[src/sv/dfm_pkg.sv]
// Shared types, sizes and codes for the diagnostic fault-code memory.
package dfm_pkg;

    localparam int DEPTH   = 10;
    localparam int IDX_W   = (DEPTH > 1) ? $clog2(DEPTH) : 1;
    localparam int CNT_W   = $clog2(DEPTH + 1);
    localparam int CODE_W  = 24;
    localparam int STAT_W  = 8;
    localparam int TEMP_W  = 8;
    localparam int ENTRY_W = 7;

    localparam logic [1:0] KIND_SET   = 2'd0;
    localparam logic [1:0] KIND_QUERY = 2'd1;
    localparam logic [1:0] KIND_CLEAR = 2'd2;
    localparam logic [1:0] KIND_TEMP  = 2'd3;

    typedef struct packed {
        logic [1:0]        kind;
        logic [CODE_W-1:0] dtc_code;
        logic [STAT_W-1:0] new_status;
        logic [TEMP_W-1:0] temperature;
    } in_item_t;

    typedef struct packed {
        logic [STAT_W-1:0]  status_out;
        logic               found;
        logic [ENTRY_W-1:0] entry_count;
        logic               dropped;
        logic               changed;
    } out_item_t;

    typedef struct packed {
        logic              active;
        logic [CODE_W-1:0] key;
        logic              hit;
        logic [IDX_W-1:0]  idx;
        logic [STAT_W-1:0] status;
    } link_t;

    typedef struct packed {
        logic              en;
        logic              append;
        logic [IDX_W-1:0]  idx;
        logic [CODE_W-1:0] code;
        logic [STAT_W-1:0] status;
    } wr_t;

endpackage

[src/sv/dfm_cell.sv]
// One store entry with its stage of the search chain.
module dfm_cell
    import dfm_pkg::*;
(
    input  logic             clk,
    input  logic             rst_n,
    input  logic [IDX_W-1:0] index,
    input  logic [CNT_W-1:0] fill,
    input  link_t            link_in,
    output link_t            link_out,
    input  wr_t              wr
);

    logic [CODE_W-1:0] code_reg;
    logic [STAT_W-1:0] status_reg;
    logic              active_reg;
    link_t             link_reg;
    link_t             link_next;
    logic              match;

    assign match = link_in.active && !link_in.hit && (CNT_W'(index) < fill)
                   && (code_reg == link_in.key);

    always_comb
    begin
        link_next = link_in;
        if (match)
        begin
            link_next.hit    = 1'b1;
            link_next.idx    = index;
            link_next.status = status_reg;
        end
    end

    always_ff @(posedge clk or negedge rst_n)
    begin
        if (!rst_n)
        begin
            active_reg <= 1'b0;
        end
        else
        begin
            active_reg <= link_in.active;
        end
    end

    always_ff @(posedge clk)
    begin
        link_reg <= link_next;
        if (wr.en && (wr.idx == index))
        begin
            status_reg <= wr.status;
            if (wr.append)
            begin
                code_reg <= wr.code;
            end
        end
    end

    always_comb
    begin
        link_out        = link_reg;
        link_out.active = active_reg;
    end

endmodule

[src/sv/dtc_fault_memory.sv]
// Top level of the diagnostic fault-code memory: control, registers and cell chain.
//
// Items are handled one at a time: the lookup token walks the cell chain one entry per cycle,
// then the search state captures the search result and the commit state commits the write
// and loads the result register. A clear item skips the chain and goes straight to commit.
// A result waiting in the output register does not block acceptance of the next item; only
// the commit step waits for it to be taken.
module dtc_fault_memory
    import dfm_pkg::*;
(
    input  logic        clk,
    input  logic        rst_n,
    input  logic        in_valid,
    output logic        in_stall,
    input  in_item_t    in_item,
    output logic        out_valid,
    input  logic        out_stall,
    output out_item_t   out_item,
    input  logic        psel,
    input  logic        penable,
    input  logic        pwrite,
    input  logic [3:0]  paddr,
    input  logic [31:0] pwdata,
    output logic [31:0] prdata,
    output logic        pready
);

    localparam logic [1:0] ST_IDLE   = 2'd0;
    localparam logic [1:0] ST_SEARCH = 2'd1;
    localparam logic [1:0] ST_COMMIT = 2'd2;

    localparam logic [1:0] REG_OVERHEAT = 2'd0;
    localparam logic [1:0] REG_RECOVER  = 2'd1;
    localparam logic [1:0] REG_MONITOR  = 2'd2;

    localparam logic [STAT_W-1:0] STATUS_ACTIVE   = 8'h01;
    localparam logic [STAT_W-1:0] STATUS_INACTIVE = 8'h00;

    logic [1:0]        state_reg, state_next;
    logic [CNT_W-1:0]  fill_reg, fill_next;
    logic [TEMP_W-1:0] overheat_reg, recover_reg;
    logic [CODE_W-1:0] monitor_reg;
    in_item_t          item_reg;
    link_t             entry_reg;
    logic              entry_active_reg;
    logic              hit_reg;
    logic [IDX_W-1:0]  idx_reg;
    logic [STAT_W-1:0] hstat_reg;
    logic              out_valid_reg;
    out_item_t         out_reg, out_next;
    link_t             chain [DEPTH+1];
    link_t             entry_link;
    wr_t               wr;
    logic              accept, cfg_wr, out_free, commit;
    logic              do_set;
    logic [STAT_W-1:0] set_status, cur_status;

    assign accept   = in_valid && (state_reg == ST_IDLE);
    assign in_stall = (state_reg != ST_IDLE);
    assign out_free = !out_valid_reg || !out_stall;
    assign commit   = (state_reg == ST_COMMIT) && out_free;
    assign out_valid = out_valid_reg;
    assign out_item  = out_reg;
    assign pready    = 1'b1;
    assign cfg_wr    = psel && penable && pwrite;

    always_comb
    begin
        case (paddr[3:2])
            REG_OVERHEAT: prdata = {24'd0, overheat_reg};
            REG_RECOVER:  prdata = {24'd0, recover_reg};
            REG_MONITOR:  prdata = {8'd0, monitor_reg};
            default:      prdata = 32'd0;
        endcase
    end

    always_comb
    begin
        entry_link        = entry_reg;
        entry_link.active = entry_active_reg;
    end

    assign chain[0] = entry_link;

    for (genvar i = 0; i < DEPTH; i++)
    begin : g_cell
        dfm_cell u_cell (
            .clk      (clk),
            .rst_n    (rst_n),
            .index    (IDX_W'(i)),
            .fill     (fill_reg),
            .link_in  (chain[i]),
            .link_out (chain[i+1]),
            .wr       (wr)
        );
    end

    always_comb
    begin
        state_next = state_reg;
        case (state_reg)
            ST_IDLE:
            begin
                if (accept)
                begin
                    state_next = (in_item.kind == KIND_CLEAR) ? ST_COMMIT : ST_SEARCH;
                end
            end
            ST_SEARCH:
            begin
                if (chain[DEPTH].active)
                begin
                    state_next = ST_COMMIT;
                end
            end
            ST_COMMIT:
            begin
                if (out_free)
                begin
                    state_next = ST_IDLE;
                end
            end
            default: state_next = ST_IDLE;
        endcase
    end

    always_comb
    begin
        do_set     = 1'b0;
        set_status = STATUS_INACTIVE;
        cur_status = hit_reg ? hstat_reg : STATUS_INACTIVE;
        fill_next  = fill_reg;
        wr         = '0;
        wr.code    = entry_reg.key;
        out_next.status_out  = cur_status;
        out_next.found       = hit_reg;
        out_next.dropped     = 1'b0;
        out_next.changed     = 1'b0;
        case (item_reg.kind)
            KIND_SET:
            begin
                do_set     = 1'b1;
                set_status = item_reg.new_status;
            end
            KIND_QUERY:
            begin
            end
            KIND_CLEAR:
            begin
                fill_next            = '0;
                out_next.status_out  = '0;
                out_next.found       = 1'b0;
                out_next.changed     = 1'b1;
            end
            KIND_TEMP:
            begin
                if (item_reg.temperature >= overheat_reg)
                begin
                    if (cur_status == STATUS_INACTIVE)
                    begin
                        do_set     = 1'b1;
                        set_status = STATUS_ACTIVE;
                    end
                end
                else if (item_reg.temperature <= recover_reg)
                begin
                    if (cur_status == STATUS_ACTIVE)
                    begin
                        do_set     = 1'b1;
                        set_status = STATUS_INACTIVE;
                    end
                end
            end
            default:
            begin
            end
        endcase
        if (do_set)
        begin
            wr.status = set_status;
            if (hit_reg)
            begin
                wr.en               = commit;
                wr.idx              = idx_reg;
                out_next.changed    = (hstat_reg != set_status);
                out_next.found      = 1'b1;
                out_next.status_out = set_status;
            end
            else if (fill_reg < CNT_W'(DEPTH))
            begin
                wr.en               = commit;
                wr.append           = 1'b1;
                wr.idx              = IDX_W'(fill_reg);
                fill_next           = fill_reg + CNT_W'(1);
                out_next.changed    = 1'b1;
                out_next.found      = 1'b1;
                out_next.status_out = set_status;
            end
            else
            begin
                out_next.dropped    = 1'b1;
                out_next.found      = 1'b0;
                out_next.status_out = '0;
            end
        end
        out_next.entry_count = ENTRY_W'(fill_next);
    end

    always_ff @(posedge clk or negedge rst_n)
    begin
        if (!rst_n)
        begin
            state_reg        <= ST_IDLE;
            fill_reg         <= '0;
            entry_active_reg <= 1'b0;
            out_valid_reg    <= 1'b0;
            overheat_reg     <= 8'd120;
            recover_reg      <= 8'd100;
            monitor_reg      <= 24'h000115;
        end
        else
        begin
            state_reg        <= state_next;
            entry_active_reg <= accept && (in_item.kind != KIND_CLEAR);
            if (commit)
            begin
                fill_reg      <= fill_next;
                out_valid_reg <= 1'b1;
            end
            else if (!out_stall)
            begin
                out_valid_reg <= 1'b0;
            end
            if (cfg_wr)
            begin
                case (paddr[3:2])
                    REG_OVERHEAT: overheat_reg <= pwdata[TEMP_W-1:0];
                    REG_RECOVER:  recover_reg  <= pwdata[TEMP_W-1:0];
                    REG_MONITOR:  monitor_reg  <= pwdata[CODE_W-1:0];
                    default:
                    begin
                    end
                endcase
            end
        end
    end

    always_ff @(posedge clk)
    begin
        if (accept)
        begin
            item_reg         <= in_item;
            entry_reg.active <= 1'b1;
            entry_reg.key    <= (in_item.kind == KIND_TEMP) ? monitor_reg : in_item.dtc_code;
            entry_reg.hit    <= 1'b0;
            entry_reg.idx    <= '0;
            entry_reg.status <= '0;
            hit_reg          <= 1'b0;
        end
        else if ((state_reg == ST_SEARCH) && chain[DEPTH].active)
        begin
            hit_reg   <= chain[DEPTH].hit;
            idx_reg   <= chain[DEPTH].idx;
            hstat_reg <= chain[DEPTH].status;
        end
        if (commit)
        begin
            out_reg <= out_next;
        end
    end

endmodule
[config.mk]
export PLATFORM = sky130hd
export DESIGN_NAME = dtc_fault_memory
export DESIGN_NICKNAME = d
export VERILOG_FILES = /design/src/sv/dfm_pkg.sv /design/src/sv/dfm_cell.sv /design/src/sv/dtc_fault_memory.sv
export SDC_FILE = /design/constraint.sdc
export NUM_CORES = 1
export LEC_CHECK = 0
export ABC_AREA = 1
export BUFFER_PORTS_ARGS = -buffer_cell sky130_fd_sc_hd__buf_2
export CORE_ASPECT_RATIO = 0.75
export CORE_UTILIZATION = 45
export DETAILED_ROUTE_END_ITERATION = 6
export GPL_TIMING_DRIVEN = 1
export SLEW_MARGIN = 30
export SYNTH_ARGS = -nofsm -noshare
export SYNTH_HDL_FRONTEND = slang
export SYNTH_SLANG_ARGS = --single-unit
export TNS_END_PERCENT = 50
[constraint.sdc]
create_clock -name clk -period 4.3 [get_ports clk]
set_input_delay 0.43 -clock clk [delete_from_list [all_inputs] [get_ports clk]]
set_output_delay 0.43 -clock clk [all_outputs]
set_load 0.02 [all_outputs]
==> out/qor.yml <==
outcome:
  status: "completed"
floorplan:
  rows: 77
  io-pin-count: 138
  initial_utilization_pct: 45.81
  die_w_um: 285.8
  core_area_sq_um: 59350
  die_area_sq_um: 61410
  fp.dieH_um: 214.9
sta:
  tightestPinTransition_ns: 1.034
  slew_viol_final: 0
  min_period_ns: 3.294
  grt_setup_unrepaired: "false"
  final.setup.tns_ns: 0
  slew_headroom_pct: 30.99
  max_freq_ghz: 0.3036
  hold_violations: 0
  period_share_pct: 76.60
  finalSetupViolations: 0
  fin_skew_ns: 0.01665
finish:
  largest_reg_flops: 331
  drive_gt1_share_pct: 13.01
  final_common_cell: "nand2_1"
  fin_area_sq_um: 31340
  final_nets: 2620
  area_delta_synth_final_pct: 15.28
  layout_common_cells: "nand2_1, edfxtp_1, dfxtp_1"
global_routing:
  grt.overflow.total: 0
  grt_pass1_wl_um: 101100
  use_met1_pct: 35.01
  use_met3_pct: 4.798
  grt_max_degree: 49
  grt_use_met2_pct: 30.86
  grt_usage_pct: 22.17
  antenna_found_initial: 5
  grt-busiest-layer: "met1"
  grt_pass1_vias: 16440
logic_synthesis:
  synth_cell_types: 50
  postSynthAreaPerCell_sq_um: 11.78
  yosysSeqAreaShare_pct: 72.80
  ys_seq_elements: 779
  synthesis.area_sq_um: 27190
  ys_warn_count: 0
  synthArstFlopShare_pct: 7.445
  syn_inst: 2308
  ys.flop_type: "edfxtp_1"
  synth_edf_count: 389
min_path:
  worstHoldPathType: "input pin to flop"
  hold_end: "monitor_reg[8]$_DFFE_PN1P_"
  hp-start: "pwdata[8]"
  whs_path_depth: 3
power_and_ir_drop:
  finalPower_mw: 17.33
  ir_drop_uv: 276.5
  p_leak_nw: 13.04
  p_per_area_nw_per_um2: 552.9
clock_tree:
  cts_tree: "built"
  post_cts_resized: 0
  htree_levels: 3
  cts_buffer_depth: 3
  clock_sinks: 779
  cts-buffers-inserted: 73
  worstSkewPairLatency_ns: 0.61
  cts-root-buf: "clkbuf_16"
  cts.clk_slew.worst_paths_ns: 0.06
critical_path:
  worstSetupEndpointType: "flop"
  path_max_fanout: 9
  timing.rr.start: "overheat_reg[5]$_DFFE_PN1P_"
  required_ns: 4.53
  crit_type: "flop to flop"
  reg2regPathDepth: 12
  cp.arrival_ns: 3.53
  start_kind: "flop"
  r2r_setup_slack_ns: 1.01
  r2r-end: "g_cell[0].u_cell.status_reg[1]$_DFFE_PP_"
  crit_start: "overheat_reg[5]$_DFFE_PN1P_"
route:
  wl_per_cell_um: 19.92
  drt-pass1-iter-count: 6
  first_iter_violations: 1788
  vias: 16880
  drc: 0
  postRouteWirelength_um: 67050
  vias_per_cell: 5.014
  drtAntennaViolNets: 0
place:
  dp_hpwl_um: 46910
  postPlaceCellArea_sq_um: 28820
  gp_congestion: 0.9019
  portBuffers: 115
run:
  drv_cap: 0
[worst max-delay path, stage by stage, from the launching register on]
cell     delay (ns)
dfstp_2        0.55
inv_1          0.04
ha_1           0.31
a21oi_1        0.19
o21a_1         0.13
nand2_1        0.15
nor2_1         0.12
nand2_1        0.07
nand2_2        0.19
nand3_1        0.18
inv_1          0.16
nand2_1        0.12
nor2_1         0.69
[cells in the mapped netlist (6+ instances only)]
library cell | number | area share [%]
edfxtp_1 | 389 | 43
or2_2 | 37 | 0.85
inv_2 | 6 | 0.083
o21ai_0 | 96 | 1.8
nor2_1 | 145 | 2.0
o2111ai_1 | 8 | 0.26
ha_1 | 21 | 0.97
o22ai_1 | 39 | 0.90
xnor2_1 | 40 | 1.3
a221oi_1 | 9 | 0.29
nor4_1 | 21 | 0.48
a22o_1 | 6 | 0.19
inv_1 | 295 | 4.1
xor2_1 | 53 | 1.7
dfrtp_1 | 47 | 4.3
nand4_1 | 37 | 0.85
a21oi_1 | 28 | 0.52
nand3_1 | 46 | 0.85
dfstp_2 | 11 | 1.1
clkbuf_1 | 12 | 0.17
dfxtp_1 | 332 | 24
nor3_1 | 24 | 0.44
nand2_1 | 523 | 7.2
o221ai_1 | 7 | 0.23
a211oi_1 | 8 | 0.22
buf_4 | 18 | 0.50
[where the power goes]
| part | switching [mW] | internal [mW] | total, mW |
|---|---|---|---|
| clock | 2.76 | 3.55 | 6.31 |
| combinational | 1.15 | 0.545 | 1.69 |
| sequential | 0.692 | 8.63 | 9.33 |
[cells by family after synthesis]
group / Yosys count / share of synthesized area (%)
AND/OR/NAND/NOR: 859 / 13.52
adder cells (fa/ha/maj): 21 / 0.9664
flip-flops: 779 / 72.80
other: 2 / 0.02762
buffers and inverters: 340 / 4.984
AO/OA/AOI/OAI: 214 / 4.703
XOR/XNOR: 93 / 2.996
[worst max-delay path by stage]
stage | to | depth (start not counted)
floorplan | g_cell[4].u_cell.code_reg[0]$_DFFE_PP_ | 15
global placement | g_cell[0].u_cell.code_reg[20]$_DFFE_PP_ | 14
detailed placement | g_cell[0].u_cell.status_reg[1]$_DFFE_PP_ | 15
CTS | g_cell[0].u_cell.status_reg[0]$_DFFE_PP_ | 15
global route | g_cell[0].u_cell.status_reg[0]$_DFFE_PP_ | 15
finish | g_cell[0].u_cell.status_reg[1]$_DFFE_PP_ | 12
[timing repair]
action                    CTS  global route
hold endpoints to repair   34             0
hold buffers               17             0
setup buffers               0             0
[stage by stage]
stage	worst slack (ns)	utilization [%]	hold WS, ns	instances
floorplan	0.9672	-	0.1344	2318
global placement	1.100	48.51	0.3368	3210
detailed placement	1.025	48.56	0.3349	3212
CTS	1.010	52.80	0.02237	3365
global route	0.7973	52.81	0.04866	3365
finish	1.006	52.81	0.06033	3366
[layout make-up]
| type | instances | area (sq um) |
|---|---|---|
| flip-flops and latches | 779 | 19790 |
| inverters | 304 | 1144 |
| multi-input cells | 1199 | 6123 |
| diodes | 1 | 2.502 |
| fillers | 5200 | 28000 |
| repair buffers | 157 | 948.4 |
| clock buffers | 105 | 2058 |
| well taps | 790 | 988.4 |
| clock inverters | 31 | 285.3 |
[metal layers]
metal	part of all wire, %	vias to the layer above	wire, um
li1	-	8031	-
met1	49	8089	33150
met2	41	648	27250
met3	8.2	107	5520
met4	1.7	2	1114
met5	0.019	-	13
Power figures use the tool's default switching activity.
